===== config.mk =====
export PLATFORM = sky130hd
export DESIGN_NAME = crcorr_cell
export DESIGN_NICKNAME = d
export VERILOG_FILES = /design/src/crcorr_pkg.sv /design/src/crcorr_cell.sv
export SDC_FILE = /design/constraint.sdc
export NUM_CORES = 2
export LEC_CHECK = 0
export BUFFER_PORTS_ARGS = -buffer_cell sky130_fd_sc_hd__buf_2
export CAP_MARGIN = 10
export CELL_PAD_IN_SITES_DETAIL_PLACEMENT = 0
export CELL_PAD_IN_SITES_GLOBAL_PLACEMENT = 1
export CORE_ASPECT_RATIO = 1.25
export CORE_MARGIN = 1.5
export CORE_UTILIZATION = 49
export CTS_BUF_LIST = sky130_fd_sc_hd__clkbuf_8
export DETAILED_ROUTE_END_ITERATION = 8
export GPL_TIMING_DRIVEN = 0
export PLACE_DENSITY = 0.84
export SLEW_MARGIN = 5
export SYNTH_ARGS = -nofsm -noshare
export SYNTH_HDL_FRONTEND = slang
export SYNTH_SLANG_ARGS = --single-unit

===== constraint.sdc =====
create_clock -name clk -period 8.4 [get_ports clk]
set_input_delay 2.52 -clock clk [delete_from_list [all_inputs] [get_ports clk]]
set_output_delay 2.52 -clock clk [all_outputs]
set_load 0.02 [all_outputs]

===== src/crcorr_pkg.sv =====
// ----------------------------------------------------------------------------
// crcorr_pkg
// Shared constants, types and cell control bundle for the complex replica
// correlator.
// ----------------------------------------------------------------------------
`default_nettype none

package crcorr_pkg;

    localparam int MAX_TAPS        = 64;
    localparam int SAMPLE_BITS     = 16;
    localparam int SAMPLE_W        = 16;
    localparam int TAP_W           = 16;
    localparam int ACC_W           = 38;
    localparam int LAG_W           = 16;
    localparam int LEN_W           = 7;
    localparam int OP_W            = 2;
    localparam int TAP_IDX_FIELD_W = 6;

    localparam int TAP_IDX_W = (MAX_TAPS > 1) ? $clog2(MAX_TAPS) : 1;
    localparam int CNT_W     = $clog2(MAX_TAPS + 1);
    localparam int CMP_W     = (LEN_W > CNT_W) ? LEN_W : CNT_W;
    localparam int PROD_W    = SAMPLE_BITS + TAP_W;

    localparam int APB_ADDR_W = 3;
    localparam int APB_DATA_W = 32;
    localparam int REG_SEL_W  = APB_ADDR_W - 2;

    localparam logic [REG_SEL_W-1:0] REG_TAP_COUNT = '0;
    localparam logic [LEN_W-1:0]     LEN_RESET     = LEN_W'(1);

    typedef logic [OP_W-1:0] opcode_t;

    localparam opcode_t OP_LOAD_TAP = 2'd0;
    localparam opcode_t OP_PUSH     = 2'd1;
    localparam opcode_t OP_RESTART  = 2'd2;

    localparam logic [LAG_W-1:0] LAG_MAX = {LAG_W{1'b1}};

    typedef logic signed [SAMPLE_BITS-1:0] sample_t;
    typedef logic signed [ACC_W-1:0]       acc_t;

    typedef struct packed {
        logic signed [TAP_W-1:0] re;
        logic signed [TAP_W-1:0] im;
    } cplx_t;

    typedef struct packed {
        logic                 push;
        logic                 restart;
        logic                 tap_we;
        logic [TAP_IDX_W-1:0] tap_addr;
        cplx_t                tap;
        logic                 load_work;
        logic                 shift_work;
        logic                 clear_sum;
        logic                 accum;
    } cell_ctl_t;

endpackage

`default_nettype wire


===== src/crcorr_cell.sv =====
// ----------------------------------------------------------------------------
// crcorr_cell
// One correlator cell: a history sample, a stored replica tap, a working tap
// that moves down the chain, and a partial sum that moves toward cell zero.
// ----------------------------------------------------------------------------
`default_nettype none

module crcorr_cell import crcorr_pkg::*;
(
    input  logic                 clk,
    input  logic                 rst_n,
    input  cell_ctl_t            ctl,
    input  logic [TAP_IDX_W-1:0] tap_pos,
    input  sample_t              hist_in,
    output sample_t              hist_out,
    input  cplx_t                work_in,
    output cplx_t                work_out,
    input  acc_t                 sum_re_in,
    input  acc_t                 sum_im_in,
    output acc_t                 sum_re_out,
    output acc_t                 sum_im_out
);

    sample_t hist_reg, hist_next;
    cplx_t   tap_reg, tap_next;
    cplx_t   work_reg, work_next;
    acc_t    sum_re_reg, sum_re_next;
    acc_t    sum_im_reg, sum_im_next;

    logic signed [PROD_W-1:0] prod_re;
    logic signed [PROD_W-1:0] prod_im;

    assign prod_re = hist_reg * $signed(work_reg.re);
    assign prod_im = hist_reg * $signed(work_reg.im);

    always_comb
    begin
        hist_next   = hist_reg;
        tap_next    = tap_reg;
        work_next   = work_reg;
        sum_re_next = sum_re_reg;
        sum_im_next = sum_im_reg;

        if (ctl.restart)
        begin
            hist_next = '0;
        end
        else if (ctl.push)
        begin
            hist_next = hist_in;
        end

        if (ctl.tap_we && (ctl.tap_addr == tap_pos))
        begin
            tap_next = ctl.tap;
        end

        if (ctl.load_work)
        begin
            work_next = tap_reg;
        end
        else if (ctl.shift_work)
        begin
            work_next = work_in;
        end

        if (ctl.clear_sum)
        begin
            sum_re_next = '0;
            sum_im_next = '0;
        end
        else if (ctl.accum)
        begin
            sum_re_next = sum_re_in + ACC_W'(prod_re);
            sum_im_next = sum_im_in - ACC_W'(prod_im);
        end
    end

    always_ff @(posedge clk or negedge rst_n)
    begin
        if (!rst_n)
        begin
            hist_reg   <= '0;
            tap_reg    <= '0;
            work_reg   <= '0;
            sum_re_reg <= '0;
            sum_im_reg <= '0;
        end
        else
        begin
            hist_reg   <= hist_next;
            tap_reg    <= tap_next;
            work_reg   <= work_next;
            sum_re_reg <= sum_re_next;
            sum_im_reg <= sum_im_next;
        end
    end

    assign hist_out   = hist_reg;
    assign work_out   = work_reg;
    assign sum_re_out = sum_re_reg;
    assign sum_im_out = sum_im_reg;

endmodule

`default_nettype wire


# Word level (Yosys, flattened, before mapping)
# Cells that the tools add are included.
# classes
n_reduce_logical,4
n_eq_ne,1
n_addsub,2
n_mux,8
multipliers,2
# op_table
op,count
two-way mux 38 bit,4
multiplier 16 x 16 -> 32 bit,2
two-way mux 32 bit,2
adder 38 x 32 -> 38 bit,1
subtractor 38 x 32 -> 38 bit,1
two-way mux 16 bit,2
== test 6 bit,1
nonzero test 2 bit,3
logical AND 1 bit,1
# totals
input_bits,177
register_bits,156
output_inout_bits,124

# Longest topological paths before layout
# logic_depth
ltp_word,4
depth_mapped,26

# Least setup slack after synthesis
# Ideal clock, no wire load.
# synth_timing
path_type,in2reg
startpoint,in sum_im_in[18]
endpoint,"reg sum_im_reg[36], in the netlist sum_im_out[36]"
required_time_ns,8.272
cell_stages,20
slack_ns,1.030
arrival_ns,7.243
path_buffers,0
cell_sequence,inv_1 fa_1 inv_1 fa_1 fa_1 fa_1 inv_1 fa_1 inv_1 ha_1 and3_1 nor4bb_1 a211o_1 a32oi_1 o21ai_1 a21oi_1 a21oi_1 a211oi_1 xor2_1 o21ai_0
# synth_via
elab_chain_cells,3
# synth_lines
item,line_no,source
start: declaration,crcorr_cell.sv:19,"input acc_t sum_im_in,"
subtractor 38 x 32 -> 38 bit,crcorr_cell.sv:75,sum_im_next = sum_im_in - ACC_W'(prod_im);
two-way mux 38 bit,crcorr_cell.sv:72,else if (ctl.accum)
two-way mux 38 bit,crcorr_cell.sv:67,if (ctl.clear_sum)
end signal: assignment,crcorr_cell.sv:95,sum_im_reg <= sum_im_next;
end: declaration,crcorr_cell.sv:28,"acc_t sum_im_reg, sum_im_next;"
# Every way passes these cells. The select of a mux whose other input is x is not followed.
# A chain may end at the register's enable or synchronous reset.

# Final worst setup path
# layout_timing
startpoint,"reg hist_reg[15], in the netlist hist_out[15]"
endpoint,"reg sum_im_reg[36], in the netlist sum_im_out[36]"
# layout_via
elab_chain_cells,4
# layout_lines
item,line_no,source
start: declaration,crcorr_cell.sv:24,"sample_t hist_reg, hist_next;"
start signal: assignment,crcorr_cell.sv:91,hist_reg <= hist_next;
multiplier 16 x 16 -> 32 bit,crcorr_cell.sv:34,assign prod_im = hist_reg * $signed(work_reg.im);
subtractor 38 x 32 -> 38 bit,crcorr_cell.sv:75,
two-way mux 38 bit,crcorr_cell.sv:72,
two-way mux 38 bit,crcorr_cell.sv:67,
# Every way passes these cells. The select of a mux whose other input is x is not followed.

==> results.ini <==
[synth]
syn_inst = 3153
netlist_area_mm2 = 0.0304
ys_ff_latch = 156
ys_seq_area_share_pct = 12.8
synth_enable_flop_cells = 0
yosys_warnings = 0
synth_top_area_share_pct = 43.1
yosysTopAreaCell = fa_1
synth_fp_nets = 4197
ys_types = 67
postSynth.asyncResetShare_pct = 100
synth_flop_cell = dfrtp_1
avgSynthCellArea_um2 = 9.64
ys_top_cells_by_area = fa_1, dfrtp_1, inv_1, ha_1, and2_1

[floorplanning]
die_area_mm2 = 0.0635
rows = 101
die_h_um = 281
pin_count = 301
die_w_um = 226
core_mm2 = 0.0610
start_util_pct = 49.8

[pwr]
switching_share_pct = 53.6
clkPwrFrac_pct = 6.8
power_density_mw_per_mm2 = 307
vdd_drop_max_uv = 300
p_int_w = 0.00476
seq_power_share_pct = 10.8
power_frac_comb_pct = 82.4
p_sw_w = 0.00551
p_leak_nw = 17.1

[global_route]
grt_max_degree = 108
antenna_found_initial = 6
grt_usage_pct = 28.6
grt_pass1_vias = 24088
grt_overflow_total = 0
grt_pass1_wl_um = 133000

[clock_tree]
post_cts_buffers = 0
clock_sinks = 156
insertion_delay_ps = 610
cts_made_buffers = 17
tritoncts = yes
path_clk_slew_ps = 110
htreeDepth = 4
root_buffer = clkbuf_8
clk_path_buf_depth = 2
holdBufCountCts = 0

[sta]
rsz0062_at_grt = no
worstMarginPinSlew_ps = 1340
slew_violations = 0
fin_worst_skew_ps = 21.4
fmax_ghz = 0.127
report.final.hold_viol_count = 0
slew_headroom_pct = 10.9
period_share_pct = 94.0
final.min_clock_period_ps = 7900
setup_viol = 0

[finish]
area_delta_synth_final_pct = 9.97
fillers = 5674
multiInputGateArea_mm2 = 0.0232
drive_gt1_share_pct = 11.3
num-nets-final = 4514
instances_no_fill = 4311
fin_area_mm2 = 0.0334
seqCellArea_mm2 = 0.00390

[worst_setup_path]
cp-end-kind = flop
path_class = reg2reg
startpoint_type = flop
reg2reg_from = hist_out[15]
rr_endpoint = sum_im_out[36]
worst-r2r-setup-slack_ps = 500
rr_worst_depth = 23
cp.arrival_ps = 8380
crit_fanout = 19
crit_required_ps = 8880

[min_path]
min_to = work_out[1]
holdCritStartpoint = tap_reg[1]
min_path_type = reg2reg
worstHoldPathCells = 2

[placed_design]
post-dp-hpwl_um = 72700
gp_congestion = 0.921
placed_area_mm2 = 0.0330
place_inst = 4274
port_buffers = 295

[drt]
dr.pass1.iters = 6
finalWirelength_um = 85600
drc_errors = 0
wl_per_cell_um = 19.9
num_vias = 22267
antenna_left = 0
routed_via_density = 5.17
drt_iter0_markers = 1389

[run_status]
status = finished clean

[job]
maxCapViolations = 0

cell usage in the layout (no fill, tap or decap), types with 14 or more instances in the layout:
| cell | instances |
|---|---|
| xnor2_1 | 55 |
| nand2b_1 | 14 |
| nand2_1 | 351 |
| fa_1 | 655 |
| ha_1 | 212 |
| nor2b_1 | 22 |
| a21oi_1 | 69 |
| clkbuf_8 | 19 |
| mux2i_1 | 80 |
| buf_2 | 295 |
| a21o_1 | 35 |
| nor2_1 | 107 |
| dfrtp_1 | 156 |
| mux2_2 | 33 |
| and2_1 | 229 |
| xor2_1 | 36 |
| inv_1 | 754 |
| o21ai_0 | 88 |
| clkbuf_1 | 112 |
per-layer routing:
layer	track usage, %	wire length (um)	vias to the layer above
li1	-	-	10009
met1	34.1	32700	11419
met2	50.2	43500	666
met3	4.59	4930	169
met4	13.6	4510	4
met5	0	30	-
synthesized netlist by cell type, types with 7 or more instances:
cell type and n:
mux2_2 33, clkbuf_1 115, o21ai_0 88, nand2b_1 14
xnor2_1 55, a21o_1 35, inv_1 756, a21oi_1 69
ha_1 212, nand3_1 10, fa_1 655, nand2_1 351
buf_1 7, dfrtp_1 156, xor2_1 36, and2_1 229
nand4_1 7, a31oi_1 10, o21bai_1 9, mux2i_1 80
nor2_1 107, nor2b_1 22, and3_1 7, a211oi_1 10
final cells by class:
class / count / share of cell area, %
Buffer: 126 / 1.49
Inverter: 756 / 8.51
Clock inverter: 14 / 0.591
Timing Repair Buffer: 297 / 4.57
Tap cell: 824 / 3.08
Sequential cell: 156 / 11.7
Multi-Input combinational cell: 2115 / 69.3
Timing Repair inverter: 1 / 0.0150
Antenna cell: 4 / 0.0299
Clock buffer: 18 / 0.741
power groups by stage:
stage	Clock [W]	Sequential (W)	Combinational [W]
CTS	0.000716	0.00111	0.00853
floorplan	0	0.00122	0.00625
detailed placement	0	0.00112	0.00849
global placement	0	0.00112	0.00841
finish	0.000696	0.00111	0.00846
global route	0.000737	0.00113	0.00958
what timing repair did:
item,in CTS,in global routing
cloned,1,0
endpoints found under the setup margin,4,7
gates resized for setup,2,6
worst max-delay path by stage:
stage	from	endpoint	cells past startpoint
after CTS	hist_out[15]	sum_re_out[36]	25
after floorplan	sum_im_in[18]	sum_im_out[36]	20
after global placement	hist_out[15]	sum_im_out[36]	23
after detailed placement	hist_out[15]	sum_im_out[36]	23
after global routing	hist_out[15]	sum_im_out[36]	23
final	hist_out[15]	sum_im_out[36]	23
through the flow:
step	utilization [%]	total power [W]	TNS, ps	hold slack [ps]	worst slack, ps
6_report	54.8	0.0103	0	482	500
5_1_grt	54.8	0.0114	0	509	172
4_1_cts	54.7	0.0104	0	488	16.6
3_5_place_dp	54.0	0.00961	-1150	467	-531
3_3_place_gp	53.9	0.00952	-1160	458	-523
2_1_floorplan	-	0.00747	0	446	1030
logic make-up after synthesis:
family | count (synthesis) | share of synthesized area, %
AO/OA/AOI/OAI | 271 | 5.66
XOR/XNOR | 92 | 2.68
adder cells (fa/ha/maj) | 867 | 51.9
buffers and inverters | 882 | 11.0
flip-flops | 156 | 12.8
multiplexers | 114 | 3.91
AND/OR/NAND/NOR | 771 | 12.1
critical path, stage by stage, from the launching register on:
cell and delay, ps:
dfrtp_1 470, clkbuf_2 310, clkbuf_2 340, nand2_1 350, clkinvlp_4 600, fa_1 700
inv_1 50, fa_1 530, fa_1 440, fa_1 540, inv_1 50, fa_1 470
inv_1 40, ha_1 360, and3_1 250, nor4bb_1 150, a211o_1 320, a32oi_1 390
o21ai_1 240, a21oi_1 440, a21oi_1 140, a211oi_1 300, xor2_1 180, o21ai_0 90
Note: power is estimated with default switching activity, not from simulation.
