===== config.mk =====
export PLATFORM = sky130hd
export DESIGN_NAME = crcorr_ctrl
export DESIGN_NICKNAME = d
export VERILOG_FILES = /design/src/crcorr_pkg.sv /design/src/crcorr_ctrl.sv
export SDC_FILE = /design/constraint.sdc
export NUM_CORES = 1
export LEC_CHECK = 0
export ABC_AREA = 0
export BUFFER_PORTS_ARGS = -buffer_cell sky130_fd_sc_hd__buf_2
export CORE_ASPECT_RATIO = 1.2
export CORE_UTILIZATION = 43
export DETAILED_ROUTE_END_ITERATION = 8
export HOLD_SLACK_MARGIN = 0.12
export PLACE_DENSITY = 0.87
export RECOVER_POWER = 50
export SLEW_MARGIN = 25
export SYNTH_ARGS = -nofsm -noshare
export SYNTH_HDL_FRONTEND = slang
export SYNTH_SLANG_ARGS = --single-unit

===== constraint.sdc =====
create_clock -name clk -period 6.1 [get_ports clk]
set_input_delay 0.305 -clock clk [delete_from_list [all_inputs] [get_ports clk]]
set_output_delay 0.305 -clock clk [all_outputs]
set_load 0.03 [all_outputs]

===== src/crcorr_pkg.sv =====
// ----------------------------------------------------------------------------
// crcorr_pkg
// Shared constants, types and cell control bundle for the complex replica
// correlator.
// ----------------------------------------------------------------------------
`default_nettype none

package crcorr_pkg;

    localparam int MAX_TAPS        = 64;
    localparam int SAMPLE_BITS     = 16;
    localparam int SAMPLE_W        = 16;
    localparam int TAP_W           = 16;
    localparam int ACC_W           = 38;
    localparam int LAG_W           = 16;
    localparam int LEN_W           = 7;
    localparam int OP_W            = 2;
    localparam int TAP_IDX_FIELD_W = 6;

    localparam int TAP_IDX_W = (MAX_TAPS > 1) ? $clog2(MAX_TAPS) : 1;
    localparam int CNT_W     = $clog2(MAX_TAPS + 1);
    localparam int CMP_W     = (LEN_W > CNT_W) ? LEN_W : CNT_W;
    localparam int PROD_W    = SAMPLE_BITS + TAP_W;

    localparam int APB_ADDR_W = 3;
    localparam int APB_DATA_W = 32;
    localparam int REG_SEL_W  = APB_ADDR_W - 2;

    localparam logic [REG_SEL_W-1:0] REG_TAP_COUNT = '0;
    localparam logic [LEN_W-1:0]     LEN_RESET     = LEN_W'(1);

    typedef logic [OP_W-1:0] opcode_t;

    localparam opcode_t OP_LOAD_TAP = 2'd0;
    localparam opcode_t OP_PUSH     = 2'd1;
    localparam opcode_t OP_RESTART  = 2'd2;

    localparam logic [LAG_W-1:0] LAG_MAX = {LAG_W{1'b1}};

    typedef logic signed [SAMPLE_BITS-1:0] sample_t;
    typedef logic signed [ACC_W-1:0]       acc_t;

    typedef struct packed {
        logic signed [TAP_W-1:0] re;
        logic signed [TAP_W-1:0] im;
    } cplx_t;

    typedef struct packed {
        logic                 push;
        logic                 restart;
        logic                 tap_we;
        logic [TAP_IDX_W-1:0] tap_addr;
        cplx_t                tap;
        logic                 load_work;
        logic                 shift_work;
        logic                 clear_sum;
        logic                 accum;
    } cell_ctl_t;

endpackage

`default_nettype wire


===== src/crcorr_ctrl.sv =====
// ----------------------------------------------------------------------------
// crcorr_ctrl
// Opcode decode, fill and lag counters, sequencing of the cell chain and
// the result output register.
// ----------------------------------------------------------------------------
`default_nettype none

module crcorr_ctrl import crcorr_pkg::*;
(
    input  logic                       clk,
    input  logic                       rst_n,
    input  logic                       item_valid,
    output logic                       item_ready,
    input  opcode_t                    opcode,
    input  logic [TAP_IDX_FIELD_W-1:0] tap_index,
    input  logic signed [TAP_W-1:0]    tap_real,
    input  logic signed [TAP_W-1:0]    tap_imag,
    input  logic [LEN_W-1:0]           tap_count,
    input  acc_t                       sum_re,
    input  acc_t                       sum_im,
    output cell_ctl_t                  ctl,
    output logic                       result_valid,
    input  logic                       result_ready,
    output logic signed [ACC_W-1:0]    corr_real,
    output logic signed [ACC_W-1:0]    corr_imag,
    output logic [LAG_W-1:0]           lag_index
);

    typedef enum logic [3:0] {
        ST_IDLE  = 4'b0001,
        ST_SHIFT = 4'b0010,
        ST_SUM   = 4'b0100,
        ST_DONE  = 4'b1000
    } state_t;

    state_t             state_reg, state_next;
    logic [CNT_W-1:0]   cnt_reg, cnt_next;
    logic [CNT_W-1:0]   fill_reg, fill_next;
    logic [LAG_W-1:0]   lag_reg, lag_next;
    logic [LAG_W-1:0]   lag_hold_reg, lag_hold_next;
    logic               valid_reg, valid_next;
    acc_t               re_reg, re_next;
    acc_t               im_reg, im_next;
    logic [LAG_W-1:0]   lag_out_reg, lag_out_next;

    logic [CMP_W-1:0]   len_wide;
    logic [CNT_W-1:0]   eff_len;
    logic [CNT_W-1:0]   shift_amt;
    logic [CNT_W-1:0]   fill_inc;
    logic               accept;

    assign len_wide  = CMP_W'(tap_count);
    assign eff_len   = (len_wide == '0) ? CNT_W'(1) :
                       (len_wide > CMP_W'(MAX_TAPS)) ? CNT_W'(MAX_TAPS) :
                       CNT_W'(len_wide);
    assign shift_amt = CNT_W'(MAX_TAPS) - eff_len;
    assign fill_inc  = (fill_reg < CNT_W'(MAX_TAPS)) ? fill_reg + 1'b1 : fill_reg;

    assign item_ready = (state_reg == ST_IDLE);
    assign accept     = item_valid && item_ready;

    always_comb
    begin
        state_next    = state_reg;
        cnt_next      = cnt_reg;
        fill_next     = fill_reg;
        lag_next      = lag_reg;
        lag_hold_next = lag_hold_reg;
        valid_next    = valid_reg;
        re_next       = re_reg;
        im_next       = im_reg;
        lag_out_next  = lag_out_reg;

        ctl          = '0;
        ctl.tap_addr = TAP_IDX_W'(tap_index);
        ctl.tap.re   = tap_real;
        ctl.tap.im   = tap_imag;

        if (valid_reg && result_ready)
        begin
            valid_next = 1'b0;
        end

        unique case (state_reg)
            ST_IDLE:
            begin
                if (accept)
                begin
                    unique case (opcode)
                        OP_LOAD_TAP:
                        begin
                            ctl.tap_we = (32'(tap_index) < MAX_TAPS);
                        end
                        OP_PUSH:
                        begin
                            ctl.push  = 1'b1;
                            fill_next = fill_inc;
                            if (fill_inc >= eff_len)
                            begin
                                ctl.load_work = 1'b1;
                                ctl.clear_sum = 1'b1;
                                lag_hold_next = lag_reg;
                                if (lag_reg != LAG_MAX)
                                begin
                                    lag_next = lag_reg + 1'b1;
                                end
                                if (shift_amt == '0)
                                begin
                                    cnt_next   = eff_len;
                                    state_next = ST_SUM;
                                end
                                else
                                begin
                                    cnt_next   = shift_amt;
                                    state_next = ST_SHIFT;
                                end
                            end
                        end
                        OP_RESTART:
                        begin
                            ctl.restart = 1'b1;
                            fill_next   = '0;
                            lag_next    = '0;
                        end
                        default:
                        begin
                        end
                    endcase
                end
            end
            ST_SHIFT:
            begin
                ctl.shift_work = 1'b1;
                cnt_next       = cnt_reg - 1'b1;
                if (cnt_reg == CNT_W'(1))
                begin
                    cnt_next   = eff_len;
                    state_next = ST_SUM;
                end
            end
            ST_SUM:
            begin
                ctl.accum = 1'b1;
                cnt_next  = cnt_reg - 1'b1;
                if (cnt_reg == CNT_W'(1))
                begin
                    state_next = ST_DONE;
                end
            end
            ST_DONE:
            begin
                if (!valid_reg || result_ready)
                begin
                    valid_next   = 1'b1;
                    re_next      = sum_re;
                    im_next      = sum_im;
                    lag_out_next = lag_hold_reg;
                    state_next   = ST_IDLE;
                end
            end
            default:
            begin
                state_next = ST_IDLE;
            end
        endcase
    end

    always_ff @(posedge clk or negedge rst_n)
    begin
        if (!rst_n)
        begin
            state_reg <= ST_IDLE;
            cnt_reg   <= '0;
            fill_reg  <= '0;
            lag_reg   <= '0;
            valid_reg <= 1'b0;
        end
        else
        begin
            state_reg <= state_next;
            cnt_reg   <= cnt_next;
            fill_reg  <= fill_next;
            lag_reg   <= lag_next;
            valid_reg <= valid_next;
        end
    end

    always_ff @(posedge clk)
    begin
        lag_hold_reg <= lag_hold_next;
        re_reg       <= re_next;
        im_reg       <= im_next;
        lag_out_reg  <= lag_out_next;
    end

    assign result_valid = valid_reg;
    assign corr_real    = re_reg;
    assign corr_imag    = im_reg;
    assign lag_index    = lag_out_reg;

endmodule

`default_nettype wire


Word level (Yosys, flattened, before mapping)
Index checks and enable logic that the tools add are counted.
- reduce and logical (&&, ||, !) cells: 15
- multiplexer cells: 35
- $add $sub $neg: 4
- $lt $le $gt $ge: 3
- eq/ne operators: 16
- operators with widths (kind ; number):
    7-bit two-way mux ; 8
    16-bit two-way mux ; 2
    16-bit one-hot mux with 2 select lines ; 1
    4-bit two-way mux ; 6
    7-bit one-hot mux with 3 select lines ; 1
    16-bit by 1-bit adder with 16-bit output (second input constant) ; 1
    16-bit inequality test (second input constant) ; 1
    4-bit one-hot mux with 4 select lines ; 1
    7-bit logical NOT ; 2
    7-bit one-hot mux with 2 select lines ; 1
    1-bit two-way mux ; 12
    2-bit inequality test (second input constant) ; 5
    3-bit two-way mux ; 3
    4-bit AND reduction ; 2
    7-bit by 1-bit adder with 7-bit output (second input constant) ; 1
    7-bit by 1-bit equality test with 1-bit output (second input constant) ; 1
    7-bit >= comparator ; 1
    7-bit greater-than comparator (second input constant) ; 1
    7-bit < comparator (second input constant) ; 1
    7-bit by 1-bit subtractor with 7-bit output (second input constant) ; 1
    7-bit subtractor (first input constant) ; 1
    2-bit by 1-bit inequality test with 1-bit output (second input constant) ; 3
    6-bit AND reduction ; 1
    5-bit AND reduction ; 1
    other kinds (14) ; 15
- flip-flop bits (word level): 143
- input bits: 127

Logic depth before layout (Yosys ltp)
- depth after elaboration: 10
- mapped depth: 12
- gate-level depth less buffers: 10

Worst setup path after synthesis
No wires, ideal clock.
- path type: reg-to-reg
- start point: register state_reg[1]
- end point: register im_reg[0], in the netlist corr_imag[0] (enable)
- stages on the path, launching flop included: 3
- period minus slack after synthesis: 5710 ps
- setup slack: 390 ps
- arrival: 5156 ps
- required time: 5546 ps
- path through: dfrtp_1 or4b_2 nor2b_1
- longest elaborated chain between the ends: 2
- RTL lines (what ; RTL line ; RTL):
    from (decl) ; crcorr_ctrl.sv:36 ; state_t state_reg, state_next;
    from (signal assigned) ; crcorr_ctrl.sv:180 ; state_reg <= state_next;
    4-bit equality test ; crcorr_ctrl.sv:84 ; unique case (state_reg)
    2-bit AND reduction (no source line) ; - ;
    to (signal assigned) ; crcorr_ctrl.sv:192 ; im_reg <= im_next;
    to (decl) ; crcorr_ctrl.sv:43 ; acc_t im_reg, im_next;
No other way between the ends.
A chain may end at the register's enable or synchronous reset.

==> metrics <==
FFs w/ async S/R, synth=0.245; initial core utilization=0.440; CTS resizes=0; first-pass GRT wire length=24.3 mm; CP peak stage delay=roughly 700 ps; critical path's top delay family=compound AO/OA/AOI/OAI gates; status=complete, but fails checks; Die W=113 µm; Worst Setup Start Kind=register; Synth Flop Type=edfxtp_1; antenna viol nets, final=0; Max clock buf depth=2; worst skew pair latency=around 420 ps; clk sinks=143; Reg power frac=0.448; Final period util=0.620; HP Class=input pin to register; switch share=0.304; post-DP HPWL=10.3 mm; critical path capture point type=primary output; layout cells sized above 1=0.294; max frequency=264 MHz; largest net degree at the start of global routing=56; row count=48; Tmin final=3780 ps; Comb power frac=0.188; Int Power=1890 µW; Hold Path Origin=result_ready; H-tree lvl count=4; Cell Chain, Critical Path=ha_1, nor2b_1, xor2_1, ha_1, a21oi_1, o21ai_0, a31oi_1, a32o_1, nor2_1, buf_2; cts bufs inserted=17; I/O Buffers=~190; Worst Skew=11.0 ps; via count=between 4k and 5k; maxcap violations=1; worst hold path cell count=3; final wirelength=between 15 and 20 mm; PD cells=approximately 320 nW/µm²; clock-pin slew on the worst setup and hold paths=roughly 70 ps; dpl ws=2710 ps; P&R area growth vs syn=33.2%; Total Nets Final=837; Synth Register Bits=143; drt drc=0; Peak VDD IR=0.000183 V; Bufs and invs on worst path=1; kind of critical path=register to primary output; Req. time, crit path=5790 ps; DR iter-0 viols=about 330; most used cell along the critical path=ha_1; endpoints failing setup=0; setup TNS=0 ps; Post-Syn Instances=465; sequential fraction of the synthesis area=0.653; failing checks=capacitance limit, slew limit; Reg-to-Reg End=cnt_reg[4]; Final WS setup=2320 ps; GR Util All Layers=0.215; Worst Hold Path EP=result_valid; Syn Nets=605; fin util=0.586; crit path max fanout=17; vias in the first global route=between 4k and 5k; net switching power=between 800 and 900 µW; drt pass-1 iters=5; crit path max-delay cell type=a32o_1; Final Hold Viols=0; die height=135 µm; worst reg2reg startpoint=fill_reg[0]; Clk pwr share=0.363; remaining global-route overflow=0; Yosys warning total=0; Syn Area/Cell=around 14 µm²; r2r worst-path depth=10; wire per inst=18.3 µm; CTS Root Cell=clkbuf_16; number of enable flip-flop cells after synthesis=108; RSZ-0062 raised after global routing=false; initial antenna violation count=0; I/O pins=between 200 and 300; distinct cell type count after synthesis=64; Max-Slew Margin vs Limit=-0.322; Core ar.=14400 µm²; DR vias/cell=5.36; Slew @ Worst Pin=1980 ps; synthesized area=6310 µm²; flop-to-flop setup slack=2720 ps; CTS tree=done; Final GP Congestion=0.944; LEAKAGE=0.00338 µW; Max Slew Vio Count=36; die area=15200 µm²; Critical Path AT=3480 ps
[stage by stage]
stage	hold slack, ps	cell area (µm²)	total power [µW]	cells
after CTS	123	8450	2720	884
after floorplan	9.41	6310	1620	465
after global routing	212	8400	2840	885
after global placement	405	7130	1680	777
final	194	8410	2720	886
after detailed placement	406	7130	1700	777
[worst register-to-register path, stage by stage, from the launching register on]
cell and delay [ps]:
dfrtp_1 470, ha_1 190, nor2b_1 180, xor2_1 220, ha_1 280, a21oi_1 170
o21ai_0 130, a31oi_1 350, a32o_1 700, a21oi_2 250, mux2_2 330
[worst max-delay path by stage]
stage,cells after the start,start,end
after global placement,11,tap_count[0],lag_reg[0]
final,10,fill_reg[0],ctl[3]
after global routing,10,fill_reg[0],ctl[3]
after CTS,10,fill_reg[0],ctl[3]
after floorplan,2,state_reg[1],corr_imag[0]
after detailed placement,11,tap_count[0],lag_reg[1]
[cell families after synthesis]
kind of cell	synth area share
flip-flops	0.653
AND/OR/NAND/NOR	0.122
AO/OA/AOI/OAI	0.112
buffers and inverters	0.0686
adder cells (fa/ha/maj)	0.0258
XOR/XNOR	0.00833
multiplexers	0.0107
[metal layers]
layer  up-vias  GRT usage  wire length (µm)
met3        54     0.0503              1200
li1       2192          -                 -
met4         0      0.121               690
met2       232      0.383              8280
met5         -          0                 0
met1      2272      0.235              6060
[area by class of cell]
cell class,instances,area [µm²]
clock inverter,15,143
fill,1115,5950
tap,175,219
multi-input combinational,254,1770
antenna,1,2.50
clock buffer,17,425
timing repair buffer,267,1660
sequential,143,4120
inverter,14,65.1
[repair_timing]
action	CTS	global route
hold endpoints to repair	108	1
setup buffers	0	0
hold buffers	75	1
[power by group through the flow]
stage	logic, µW	registers, µW	clock network, µW
after detailed placement	466	1240	0
after global routing	570	1230	1040
final	511	1220	987
after global placement	449	1230	0
after floorplan	409	1210	0
after CTS	508	1220	995
[synthesized netlist by cell type, types with 9 or more instances]
master | n | area share
or3_1 | 11 | 0.011
buf_4 | 41 | 0.049
o21ai_0 | 14 | 0.011
inv_1 | 12 | 0.0071
o211ai_1 | 13 | 0.015
nand3_1 | 9 | 0.0071
ha_1 | 13 | 0.026
nor3_1 | 10 | 0.0079
dfrtp_1 | 34 | 0.13
o211ai_2 | 9 | 0.018
nor2_1 | 23 | 0.014
edfxtp_1 | 108 | 0.51
nand2_1 | 35 | 0.021
[layout by cell type (no fill, tap or decap), types with 5 or more instances in the layout]
master	n
edfxtp_1	108
nand3b_1	8
o211ai_1	13
o211ai_2	9
a21oi_1	8
clkbuf_1	46
nand2_1	35
clkbuf_16	17
dlygate4sd3_1	76
o221ai_1	8
or3_1	11
buf_2	143
dfrtp_1	34
a22o_1	6
ha_1	12
nand2b_1	6
and3_1	5
nor2_1	23
o21ai_0	14
nor2b_1	6
nand3_1	9
nor3_1	10
inv_6	5
inv_1	12
Note: power is estimated with default switching activity, not from simulation.
